`src/arp_pkg.sv`:
```
// Shared types, codes and defaults for the aligned ring producer.
package arp_pkg;

    localparam int HEADER_BYTES_DEF = 8;
    localparam int OFFSET_BITS_DEF  = 20;

    localparam int LEN_W   = 21;
    localparam int TAIL_W  = 32;
    localparam int FIELD_W = 20;
    localparam int SHIFT_W = 4;
    localparam int CFG_ADDR_W = 8;
    localparam int CFG_DATA_W = 32;

    localparam int IN_DATA_W  = 56;
    localparam int OUT_DATA_W = 144;
    localparam int OUT_USER_W = 3;

    localparam logic [CFG_ADDR_W-1:0] CFG_LINK_READY  = 8'd0;
    localparam logic [CFG_ADDR_W-1:0] CFG_RING_LEN    = 8'd1;
    localparam logic [CFG_ADDR_W-1:0] CFG_ALIGN_SHIFT = 8'd2;
    localparam logic [CFG_ADDR_W-1:0] CFG_MAX_MSG_LEN = 8'd3;

    localparam logic [LEN_W-1:0]   RING_LEN_RST    = 21'd65536;
    localparam logic [SHIFT_W-1:0] ALIGN_SHIFT_RST = 4'd3;
    localparam logic [LEN_W-1:0]   MAX_MSG_LEN_RST = 21'd4096;

    typedef enum logic [2:0] {
        ST_OK         = 3'd0,
        ST_NOT_READY  = 3'd1,
        ST_ZERO_LEN   = 3'd2,
        ST_OVERSIZE   = 3'd3,
        ST_CONS_RESET = 3'd4,
        ST_NO_SPACE   = 3'd5
    } status_t;

    typedef struct packed {
        logic               link_ready;
        logic [LEN_W-1:0]   ring_len;
        logic [SHIFT_W-1:0] align_shift;
        logic [LEN_W-1:0]   max_msg_len;
    } cfg_t;

    typedef struct packed {
        status_t            status;
        logic [LEN_W-1:0]   need_bytes;
        logic [FIELD_W-1:0] header_offset;
        logic [FIELD_W-1:0] header_size_field;
        logic [FIELD_W-1:0] payload_offset;
        logic [LEN_W-1:0]   first_len;
        logic [LEN_W-1:0]   second_len;
        logic [FIELD_W-1:0] new_head;
        logic               kick;
    } result_t;

endpackage

```
`src/arp_calc.sv`:
```
// Send request checks, offset placement, wrap split and head advance.
module arp_calc
    import arp_pkg::*;
#(
    parameter int HEADER_BYTES = HEADER_BYTES_DEF,
    parameter int OFFSET_BITS  = OFFSET_BITS_DEF
)
(
    input  cfg_t                   cfg,
    input  logic [OFFSET_BITS-1:0] head,
    input  logic [LEN_W-1:0]       msg_len,
    input  logic [TAIL_W-1:0]      cons_tail,
    output result_t                result,
    output logic [OFFSET_BITS-1:0] head_next
);

    localparam int WIDE_W = (OFFSET_BITS > 22) ? OFFSET_BITS : 22;
    localparam int CALC_W = WIDE_W + 3;
    localparam logic [CALC_W-1:0] OFF_MASK =
        {{(CALC_W-OFFSET_BITS){1'b0}}, {OFFSET_BITS{1'b1}}};
    localparam logic [CALC_W-1:0] LEN_MAX = CALC_W'({LEN_W{1'b1}});

    function automatic logic [CALC_W-1:0] align_up(
        input logic [CALC_W-1:0]  x,
        input logic [SHIFT_W-1:0] sh
    );
        logic [CALC_W-1:0] m;
        m = CALC_W'((17'd1 << sh) - 17'd1);
        return (x + m) & ~m;
    endfunction

    logic [CALC_W-1:0] n_w;
    logic [CALC_W-1:0] ring_w;
    logic [CALC_W-1:0] head_w;
    logic [CALC_W-1:0] tail_w;
    logic [CALC_W-1:0] need;
    logic [CALC_W-1:0] used;
    logic [CALC_W-1:0] avail;
    logic [CALC_W-1:0] off_raw;
    logic [CALC_W-1:0] off;
    logic [CALC_W-1:0] off_m;
    logic [CALC_W-1:0] end_w;
    logic [CALC_W-1:0] first_w;
    logic [CALC_W-1:0] nh_raw;
    logic [CALC_W-1:0] nh;
    logic              tail_bad;
    logic              room_ok;

    always_comb
    begin
        n_w    = CALC_W'(msg_len);
        ring_w = CALC_W'(cfg.ring_len);
        head_w = CALC_W'(head);
        // only used once the tail is known to lie inside the ring
        tail_w = CALC_W'(cons_tail[LEN_W-1:0]);

        need = align_up(CALC_W'(HEADER_BYTES), cfg.align_shift)
             + align_up(n_w, cfg.align_shift);

        tail_bad = cons_tail >= TAIL_W'(cfg.ring_len);

        // room when avail - head - 1 >= need, kept unsigned
        used  = head_w + CALC_W'(1) + need;
        avail = (head_w < tail_w) ? tail_w : ring_w + tail_w;
        room_ok = avail >= used;

        off_raw = align_up(head_w + CALC_W'(HEADER_BYTES), cfg.align_shift);
        off = (off_raw >= ring_w) ? off_raw - ring_w : off_raw;
        off_m = off & OFF_MASK;

        end_w = off + n_w;
        if (end_w <= ring_w)
        begin
            first_w = n_w;
        end
        else
        begin
            first_w = (ring_w > off) ? ring_w - off : '0;
        end

        nh_raw = align_up(end_w, cfg.align_shift);
        nh = ((nh_raw >= ring_w) ? nh_raw - ring_w : nh_raw) & OFF_MASK;
        head_next = nh[OFFSET_BITS-1:0];

        result = '0;
        if (!cfg.link_ready)
        begin
            result.status = ST_NOT_READY;
        end
        else if (msg_len == '0)
        begin
            result.status = ST_ZERO_LEN;
        end
        else if (msg_len > cfg.max_msg_len)
        begin
            result.status = ST_OVERSIZE;
        end
        else
        begin
            result.need_bytes = (need > LEN_MAX) ? {LEN_W{1'b1}} : need[LEN_W-1:0];
            if (tail_bad)
            begin
                result.status = ST_CONS_RESET;
            end
            else if (!room_ok)
            begin
                result.status = ST_NO_SPACE;
            end
            else
            begin
                result.status            = ST_OK;
                result.header_offset     = head_w[FIELD_W-1:0];
                result.header_size_field = 20'(msg_len - 21'd1);
                result.payload_offset    = off_m[FIELD_W-1:0];
                result.first_len         = first_w[LEN_W-1:0];
                result.second_len        = msg_len - first_w[LEN_W-1:0];
                result.new_head          = nh[FIELD_W-1:0];
                result.kick              = cons_tail == TAIL_W'(head);
            end
        end
    end

endmodule

```
`src/aligned_ring_producer_top.sv`:
```
// Top level of the aligned ring producer: config registers, head and request pipeline.
//
// Producer side of a shared-memory message ring. Each request on the slave stream
// carries a message length and the consumer's tail offset; one result leaves on the
// master stream per request, with the status code in tuser. The block takes one
// request per clock while the master stream is not stalled. Each request is held
// in the input register, and its result is then loaded into the result register,
// from which it is presented on the master stream. The head register is updated
// in the same cycle that a successful request moves into the result register, so
// the next request always sees the new head. Config writes are taken at any time
// and must be issued only while no request is in flight.
module aligned_ring_producer_top
    import arp_pkg::*;
#(
    parameter int HEADER_BYTES = HEADER_BYTES_DEF,
    parameter int OFFSET_BITS  = OFFSET_BITS_DEF
)
(
    input  logic                  clk,
    input  logic                  rst_n,

    input  logic                  cfg_valid,
    output logic                  cfg_ready,
    input  logic [CFG_ADDR_W-1:0] cfg_addr,
    input  logic [CFG_DATA_W-1:0] cfg_data,

    input  logic                  s_axis_tvalid,
    output logic                  s_axis_tready,
    // msg_len [20:0], cons_tail [52:21], zero pad [55:53]
    input  logic [IN_DATA_W-1:0]  s_axis_tdata,

    output logic                  m_axis_tvalid,
    input  logic                  m_axis_tready,
    // need_bytes [20:0], header_offset [40:21], header_size_field [60:41],
    // payload_offset [80:61], first_len [101:81], second_len [122:102],
    // new_head [142:123], kick [143]
    output logic [OUT_DATA_W-1:0] m_axis_tdata,
    // status [2:0]
    output logic [OUT_USER_W-1:0] m_axis_tuser
);

    cfg_t                   cfg_reg;
    logic [OFFSET_BITS-1:0] head_reg;

    logic                   in_valid_reg;
    logic [LEN_W-1:0]       msg_len_reg;
    logic [TAIL_W-1:0]      tail_reg;

    logic                   out_valid_reg;
    result_t                out_reg;

    result_t                result;
    logic [OFFSET_BITS-1:0] head_next;
    logic                   advance;
    logic                   in_take;

    assign cfg_ready     = 1'b1;
    assign advance       = in_valid_reg && (!out_valid_reg || m_axis_tready);
    assign s_axis_tready = !in_valid_reg || advance;
    assign in_take       = s_axis_tvalid && s_axis_tready;

    always_ff @(posedge clk or negedge rst_n)
    begin
        if (!rst_n)
        begin
            cfg_reg.link_ready  <= 1'b0;
            cfg_reg.ring_len    <= RING_LEN_RST;
            cfg_reg.align_shift <= ALIGN_SHIFT_RST;
            cfg_reg.max_msg_len <= MAX_MSG_LEN_RST;
        end
        else if (cfg_valid)
        begin
            unique case (cfg_addr)
                CFG_LINK_READY:  cfg_reg.link_ready  <= cfg_data[0];
                CFG_RING_LEN:    cfg_reg.ring_len    <= cfg_data[LEN_W-1:0];
                CFG_ALIGN_SHIFT: cfg_reg.align_shift <= cfg_data[SHIFT_W-1:0];
                CFG_MAX_MSG_LEN: cfg_reg.max_msg_len <= cfg_data[LEN_W-1:0];
                default:         ;
            endcase
        end
    end

    arp_calc #(
        .HEADER_BYTES (HEADER_BYTES),
        .OFFSET_BITS  (OFFSET_BITS)
    ) u_calc (
        .cfg         (cfg_reg),
        .head        (head_reg),
        .msg_len     (msg_len_reg),
        .cons_tail   (tail_reg),
        .result      (result),
        .head_next   (head_next)
    );

    always_ff @(posedge clk or negedge rst_n)
    begin
        if (!rst_n)
        begin
            in_valid_reg  <= 1'b0;
            out_valid_reg <= 1'b0;
            head_reg      <= '0;
        end
        else
        begin
            if (in_take)
            begin
                in_valid_reg <= 1'b1;
            end
            else if (advance)
            begin
                in_valid_reg <= 1'b0;
            end

            if (advance)
            begin
                out_valid_reg <= 1'b1;
            end
            else if (m_axis_tready)
            begin
                out_valid_reg <= 1'b0;
            end

            // advance the head only on a request that was placed in the ring
            if (advance && result.status == ST_OK)
            begin
                head_reg <= head_next;
            end
        end
    end

    always_ff @(posedge clk)
    begin
        if (in_take)
        begin
            msg_len_reg <= s_axis_tdata[LEN_W-1:0];
            tail_reg    <= s_axis_tdata[LEN_W+TAIL_W-1:LEN_W];
        end
        if (advance)
        begin
            out_reg <= result;
        end
    end

    assign m_axis_tvalid = out_valid_reg;
    assign m_axis_tuser  = out_reg.status;
    assign m_axis_tdata  = {out_reg.kick, out_reg.new_head, out_reg.second_len,
                            out_reg.first_len, out_reg.payload_offset,
                            out_reg.header_size_field, out_reg.header_offset,
                            out_reg.need_bytes};

endmodule
```
`config.mk`:
```
export PLATFORM = sky130hd
export DESIGN_NAME = aligned_ring_producer_top
export DESIGN_NICKNAME = d
export VERILOG_FILES = /design/src/arp_pkg.sv /design/src/arp_calc.sv /design/src/aligned_ring_producer_top.sv
export SDC_FILE = /design/constraint.sdc
export NUM_CORES = 1
export LEC_CHECK = 0
export BUFFER_PORTS_ARGS = -buffer_cell sky130_fd_sc_hd__buf_2
export CAP_MARGIN = 20
export CORE_ASPECT_RATIO = 0.75
export CORE_MARGIN = 2
export CORE_UTILIZATION = 50
export CTS_BUF_LIST = sky130_fd_sc_hd__clkbuf_4 sky130_fd_sc_hd__clkbuf_8
export DETAILED_ROUTE_END_ITERATION = 8
export MAX_ROUTING_LAYER = met4
export PLACE_DENSITY = 0.74
export SETUP_SLACK_MARGIN = 0.1
export SLEW_MARGIN = 20
export SYNTH_ARGS = -nofsm -noshare
export SYNTH_HDL_FRONTEND = slang
export SYNTH_SLANG_ARGS = --single-unit
```
`constraint.sdc`:
```
create_clock -name clk -period 17.6 [get_ports clk]
set_input_delay 2.64 -clock clk [delete_from_list [all_inputs] [get_ports clk]]
set_output_delay 2.64 -clock clk [all_outputs]
set_load 0.02 [all_outputs]
```
**Word level (Yosys, flattened, before mapping)**

Cells that the tools add are included.

- Word-level logic and storage cells: 88
- Input port bits: 101
- Output and inout bits: 150
- Memories: 0
- Flip-flop bits (word level): 269
- ROM bits: 0
- Latch bits: 0
- Bits in writable memories: 0

- Equal/unequal tests: 4
- Mux-type cells: 15
- Order comparisons: 9
- Bitwise gates (word level): 7
- $mul: 0
- Add/sub/neg operators: 16
- Shift operators: 1
- Reduce and logical (&&, ||, !) cells: 18
- Div/mod/pow operators: 0

Operators with widths:

| cell | count |
|---|---|
| adder 25 bit | 4 |
| AND 25 bit | 4 |
| two-way mux 21 bit | 3 |
| >= comparator 25 x 21 -> 1 bit | 2 |
| two-way mux 25 bit | 2 |
| subtractor 21 bit | 2 |
| equality test 32 x 20 -> 1 bit | 1 |
| >= comparator 32 x 21 -> 1 bit | 1 |
| adder 21 x 25 -> 25 bit | 1 |
| adder 25 x 21 -> 25 bit | 1 |
| adder 4 x 25 -> 25 bit (first input constant) | 1 |
| >= comparator 25 bit | 1 |
| greater-than comparator 21 x 25 -> 1 bit | 1 |
| greater-than comparator 25 x 21 -> 1 bit (second input constant) | 1 |
| less-or-equal comparator 25 x 21 -> 1 bit | 1 |
| inverter 25 bit | 1 |
| << shifter 1 x 4 -> 25 bit (first input constant) | 1 |
| subtractor 25 x 1 -> 25 bit (second input constant) | 1 |
| subtractor 25 x 21 -> 25 bit | 1 |
| adder 21 x 21 -> 22 bit | 1 |
| adder 20 x 1 -> 21 bit (second input constant) | 1 |
| adder 20 x 4 -> 21 bit (second input constant) | 1 |
| greater-than comparator 21 bit | 1 |
| zero test 21 bit | 1 |
| 18 further kinds | 35 |

**Logic depth before layout (Yosys ltp)**

- Depth in word-level cells: 14
- Depth in mapped cells: 70
- Depth with buffers taken out: 64

**By module**

From an unflattened synthesis, not the netlist that was laid out.

- Cells, all modules: 2673
- Area total of the unflattened synthesis: 24664.9 um^2

By module, submodules not included:

| module | cells an instance | instances | area an instance (um^2) | sequential area each (um^2) |
|---|---|---|---|---|
| arp_calc | 2315 | 1 | 16005.4 | 0.0 |
| aligned_ring_producer_top | 358 | 1 | 8659.6 | 7737.4 |

**Least setup slack after synthesis**

No wires, ideal clock.

- Kind: flip-flop to flip-flop
- From: register cfg_reg[22] (netlist name)
- To: register out_reg, in the netlist m_axis_tdata[121] (data pin)
- Data required time: 17.334 ns
- Clock period less this slack: 12.993 ns
- Arrival time: 12.727 ns
- Cell stages (with the launch flop): 70
- Path slack: 4.607 ns
- Setup time: 0.266 ns
- Buffers on the path: 9
- Cells stage by stage: dfstp_2 -> clkbuf_1 -> clkbuf_1 -> nand2b_1 -> or2_2 -> ha_1 -> clkbuf_1 -> xor2_1 -> ha_1 -> nor2b_1 -> o21ai_0 -> a21oi_1 -> o21ai_0 -> a21oi_1 -> o21ai_0 -> nand2b_1 -> a21oi_1 -> o21bai_1 -> [34 not listed] -> a41o_1 -> o21ai_1 -> a21oi_2 -> clkbuf_1 -> clkbuf_1 -> a21oi_1 -> ha_1 -> nor2b_1 -> o21ai_0 -> nand2b_1 -> a21oi_1 -> nor3_1 -> o41a_1 -> a211oi_2 -> nor4_1 -> a211oi_2 -> xor2_1 -> nor2_1

- Cells in the longest elaborated chain, start to end: 10
- Elaborated cells between the ends (all ways): 24
- Those cells by class: add/sub (10); order compare (4); shift (1); mux (3); bitwise (5); reduce/logical (1)

Ends and longest elaborated chain:

| what | RTL line | text |
|---|---|---|
| from (decl) | aligned_ring_producer_top.sv:42 | `cfg_t cfg_reg;` |
| << shifter 1 x 4 -> 25 bit (*) | arp_calc.sv:28 | `m = CALC_W'((17'd1 << sh) - 17'd1);` |
| subtractor 25 x 1 -> 25 bit (*) | arp_calc.sv:28 |  |
| adder 25 bit / inverter 25 bit (equally long branches) | arp_calc.sv:29 | `return (x + m) & ~m;` |
| AND 25 bit (*) | arp_calc.sv:29 |  |
| subtractor 25 x 21 -> 25 bit / >= comparator 25 x 21 -> 1 bit (equally long branches) | arp_calc.sv:68 | `off = (off_raw >= ring_w) ? off_raw - ring_w : off_raw;` |
| two-way mux 25 bit (*) | arp_calc.sv:68 |  |
| via u_calc.off[1] | arp_calc.sv:40 | `logic [CALC_W-1:0] off;` |
| adder 25 x 21 -> 25 bit, or another cell as far along | arp_calc.sv:71 | `end_w = off + n_w;` |
| less-or-equal comparator 25 x 21 -> 1 bit / two-way mux 21 bit (equally long branches) | arp_calc.sv:72, arp_calc.sv:78 |  |
| two-way mux 21 bit (*) | arp_calc.sv:72 | `if (end_w <= ring_w)` |
| subtractor 21 bit (*) | arp_calc.sv:116 | `result.second_len = msg_len - first_w[LEN_W-1:0];` |
| to (signal assigned) | aligned_ring_producer_top.sv:140 | `out_reg <= result;` |
| to (decl) | aligned_ring_producer_top.sv:50 | `result_t out_reg;` |

The timed path passes the listed nets; every way through them passes the cells marked *.
A chain may end at the register's enable or synchronous reset.

**Final worst setup path**

- From: register cfg_reg[24] (netlist name)
- To: register out_reg, in the netlist m_axis_tdata[120] (data pin)

Same word-level chain as after synthesis.

==> run metrics <==
CTS Hold Buffers Added=0; worst clock skew=0.0344 ns; sequential share of the synthesized area=0.314; min-delay worst type=reg2reg; most common flop cell mapped by yosys=sky130_fd_sc_hd__edfxtp_1; Required @ worst endpoint=17.93 ns; netlist area before placement=0.0247 mm²; post-CTS resize count=0; Internal Pwr Total=0.00244 W; wire length of the first global-routing pass=118 mm; Placed Instances=3609; Final Cycle Share=0.930; first-pass detailed-route iteration total=6; number of antenna violations at the first check in global routing=5; starting density of the core=0.507; boundary pin count=251; crit end category=flip-flop; Synth warnings=0; die width=260 µm; unrepaired setup endpoints after global routing=false; clock share of power=0.129; sequential power share=0.152; H-Tree Depth=2; worst endpoint data arrival time=16.69 ns; async set or reset register ratio after synthesis=0.257; global placer's final weighted congestion=1.00; Die Footprint=0.0511 mm²; number of different library cells in the post-synthesis netlist=91; flip-flop count of the largest register after layout=144; max frequency=61.1 MHz; count of filler cells inserted in the layout=4462; fraction of power spent switching nets=0.508; leakage power figure=12.6 nW; number of sinks handled by clock tree synthesis=269; number of synthesized flops with an enable pin=200; core area=0.0487 mm²; y dimension of the die=196 µm; Combinational Power Share=0.718; worst skew pair latency=0.63 ns; layout overhead on the synthesized area=12.3%; hold violation total from the final report=0; slowest cell delay on critical path=0.67 ns; largest net degree at the start of global routing=90; largest fanout of any net on the critical path=28; max capacitance violation total=0; crit path kind=reg2reg; number of global-route vias before repair=20500; Routed Antenna Nets=0; startpoint types=flip-flop; Total Wirelength=78.7 mm; IO buf count=235; ratio of total power to cell area=179 mW/mm²; routed vias/inst=5.93; number of buffers created by CTS=45; share of cells above drive strength 1=0.143; global-route usage over all layers=0.312; final worst slack=1.24 ns; status=finished, final reports clean; net switching power=0.00251 W; Remaining DRCs=0; non-filler cells in the finished layout=3695; TritonCTS clock tree=done; DP HPWL=63.8 mm; drt wl/cell=21.3 µm; number of flip-flops and latches in the synthesized netlist=269; cell at the root of the clock tree=sky130_fd_sc_hd__clkbuf_8; cell with the largest stage delay on the worst path=sky130_fd_sc_hd__nand3_1; largest buffer count on any clock path=3; highest ir drop seen on vdd=0.188 mV; post-CTS clock slew at the launch and capture registers of the worst setup and hold paths=0.06 ns; total count of max-transition violations in the final report=0; mean post-synth cell area=8.99 µm²; synthesized netlist cell count=2744; most common cell after layout, fill and taps aside=sky130_fd_sc_hd__ha_1; min cycle time layout=16.36 ns; summed negative setup slack over all endpoints=0 ns; total setup buffers inserted after CTS=0; transition time at the pin with the least slew margin=1.34 ns; number of nets in the final layout=3456; leading cell types in the layout, fill and taps excluded=335 x sky130_fd_sc_hd__ha_1, 318 x sky130_fd_sc_hd__nor2_1, 235 x sky130_fd_sc_hd__a21oi_1, 235 x sky130_fd_sc_hd__buf_2, 200 x sky130_fd_sc_hd__edfxtp_1; DR iter-0 viols=2245; row count=70; Relative slew margins=0.101; setup violation total in the final timing report=0; post-placement worst setup slack=1.92 ns; count of vias placed by the detailed router=21900; worst slack on hold paths=0.507 ns; total congestion overflow after global routing=0
-- path summary, 6_finish.rpt --
check                      cells after the start                     from  slack (ns)                               to
setup / recovery                              59  cfg_reg[24]$_DFFE_PN0P_        1.24  m_axis_tdata[120]$_SDFFCE_PP0P_
hold / removal                                 1   cfg_reg[7]$_DFFE_PN0P_        0.51           cfg_reg[7]$_DFFE_PN0P_
setup reg to reg                              59  cfg_reg[24]$_DFFE_PN0P_        1.24  m_axis_tdata[120]$_SDFFCE_PP0P_
hold reg to reg                                1   cfg_reg[7]$_DFFE_PN0P_        0.51           cfg_reg[7]$_DFFE_PN0P_
max in group asynchronous                      2                    rst_n       14.61          cfg_reg[17]$_DFFE_PN0P_
min in group asynchronous                      1                    rst_n        1.91         in_valid_reg$_DFFE_PN0P_
-- layout make-up --
type,instances,area [µm²],share of cell area
repair buffers,259,1360,0.0490
flip-flops and latches,269,7740,0.279
clock inverters,19,224,0.00808
well taps,648,811,0.0293
inverters,198,748,0.0270
clock buffers,65,801,0.0289
diodes,1,2.50,0.0000903
multi-input cells,2236,16000,0.578
-- per-layer routing --
metal | GRT usage | up-vias | wire, µm
met4 | 0.0798 | 0 | 1950
li1 | - | 10500 | -
met5 | - | - | 0
met2 | 0.447 | 861 | 33500
met1 | 0.450 | 10500 | 36000
met3 | 0.0599 | 117 | 7280
-- cells by family after synthesis --
group	share of synthesized area
muxes	0.0383
AOI/OAI and AO/OA	0.176
DFF	0.314
adders and majority gates	0.179
xor gates and xnor gates	0.0838
and+or+nand+nor	0.169
other	0.000304
buffers and inverters	0.0406
-- synth_stat cells (all sizes together), types with 9 or more instances --
| cell | count | area, µm² |
|---|---|---|
| ha | 335 | 4190 |
| nor2 | 319 | 1200 |
| a21oi | 237 | 1190 |
| edfxtp | 200 | 6010 |
| inv | 198 | 743 |
| xnor2 | 167 | 1460 |
| nand2 | 157 | 589 |
| o21ai | 144 | 724 |
| a21o | 83 | 623 |
| xor2 | 69 | 604 |
| nor3 | 66 | 335 |
| dfrtp | 65 | 1630 |
| nand3 | 60 | 318 |
| nand2b | 56 | 350 |
| mux2 | 51 | 574 |
| clkbuf | 50 | 188 |
| nor2b | 49 | 307 |
| mux2i | 37 | 370 |
| nand4 | 33 | 206 |
| a211oi | 28 | 225 |
| o21bai | 28 | 210 |
| nor4 | 26 | 178 |
| and3 | 24 | 150 |
| o21a | 19 | 143 |
| or2 | 17 | 106 |
| a22oi | 16 | 120 |
| and2 | 16 | 100 |
| a31oi | 14 | 87.6 |
| or3 | 12 | 75.1 |
| a21boi | 11 | 82.6 |
| buf | 11 | 70.1 |
| fa | 11 | 220 |
| o211ai | 10 | 75.1 |
| nor3b | 9 | 67.6 |
| o31ai | 9 | 72.6 |
-- critical path: cells and delay by family, from the launching register on --
kind / cells / cell delay (ns)
mux: 1 / 0.42
flops: 1 / 0.36
xor+xnor: 3 / 0.91
fa+ha+maj: 6 / 2.35
buf+inv: 6 / 1.32
simple gates: 18 / 4.33
compound gates: 25 / 6.32
-- power by group through the flow --
stage / Sequential [W] / Combinational, W / Clock, W
floorplan: 0.000785 / 0.00249 / 0
global placement: 0.000765 / 0.00337 / 0
detailed placement: 0.000766 / 0.00346 / 0
CTS: 0.000754 / 0.00349 / 0.000654
global route: 0.000757 / 0.00390 / 0.000680
finish: 0.000754 / 0.00355 / 0.000641
-- stage by stage --
step,util,total power [W],instance area (µm²)
2_1_floorplan,-,0.00328,24700
3_3_place_gp,0.548,0.00414,26700
3_5_place_dp,0.548,0.00423,26700
4_1_cts,0.569,0.00490,27700
5_1_grt,0.569,0.00534,27700
6_report,0.569,0.00495,27700
Note: power is estimated with default switching activity, not from simulation.
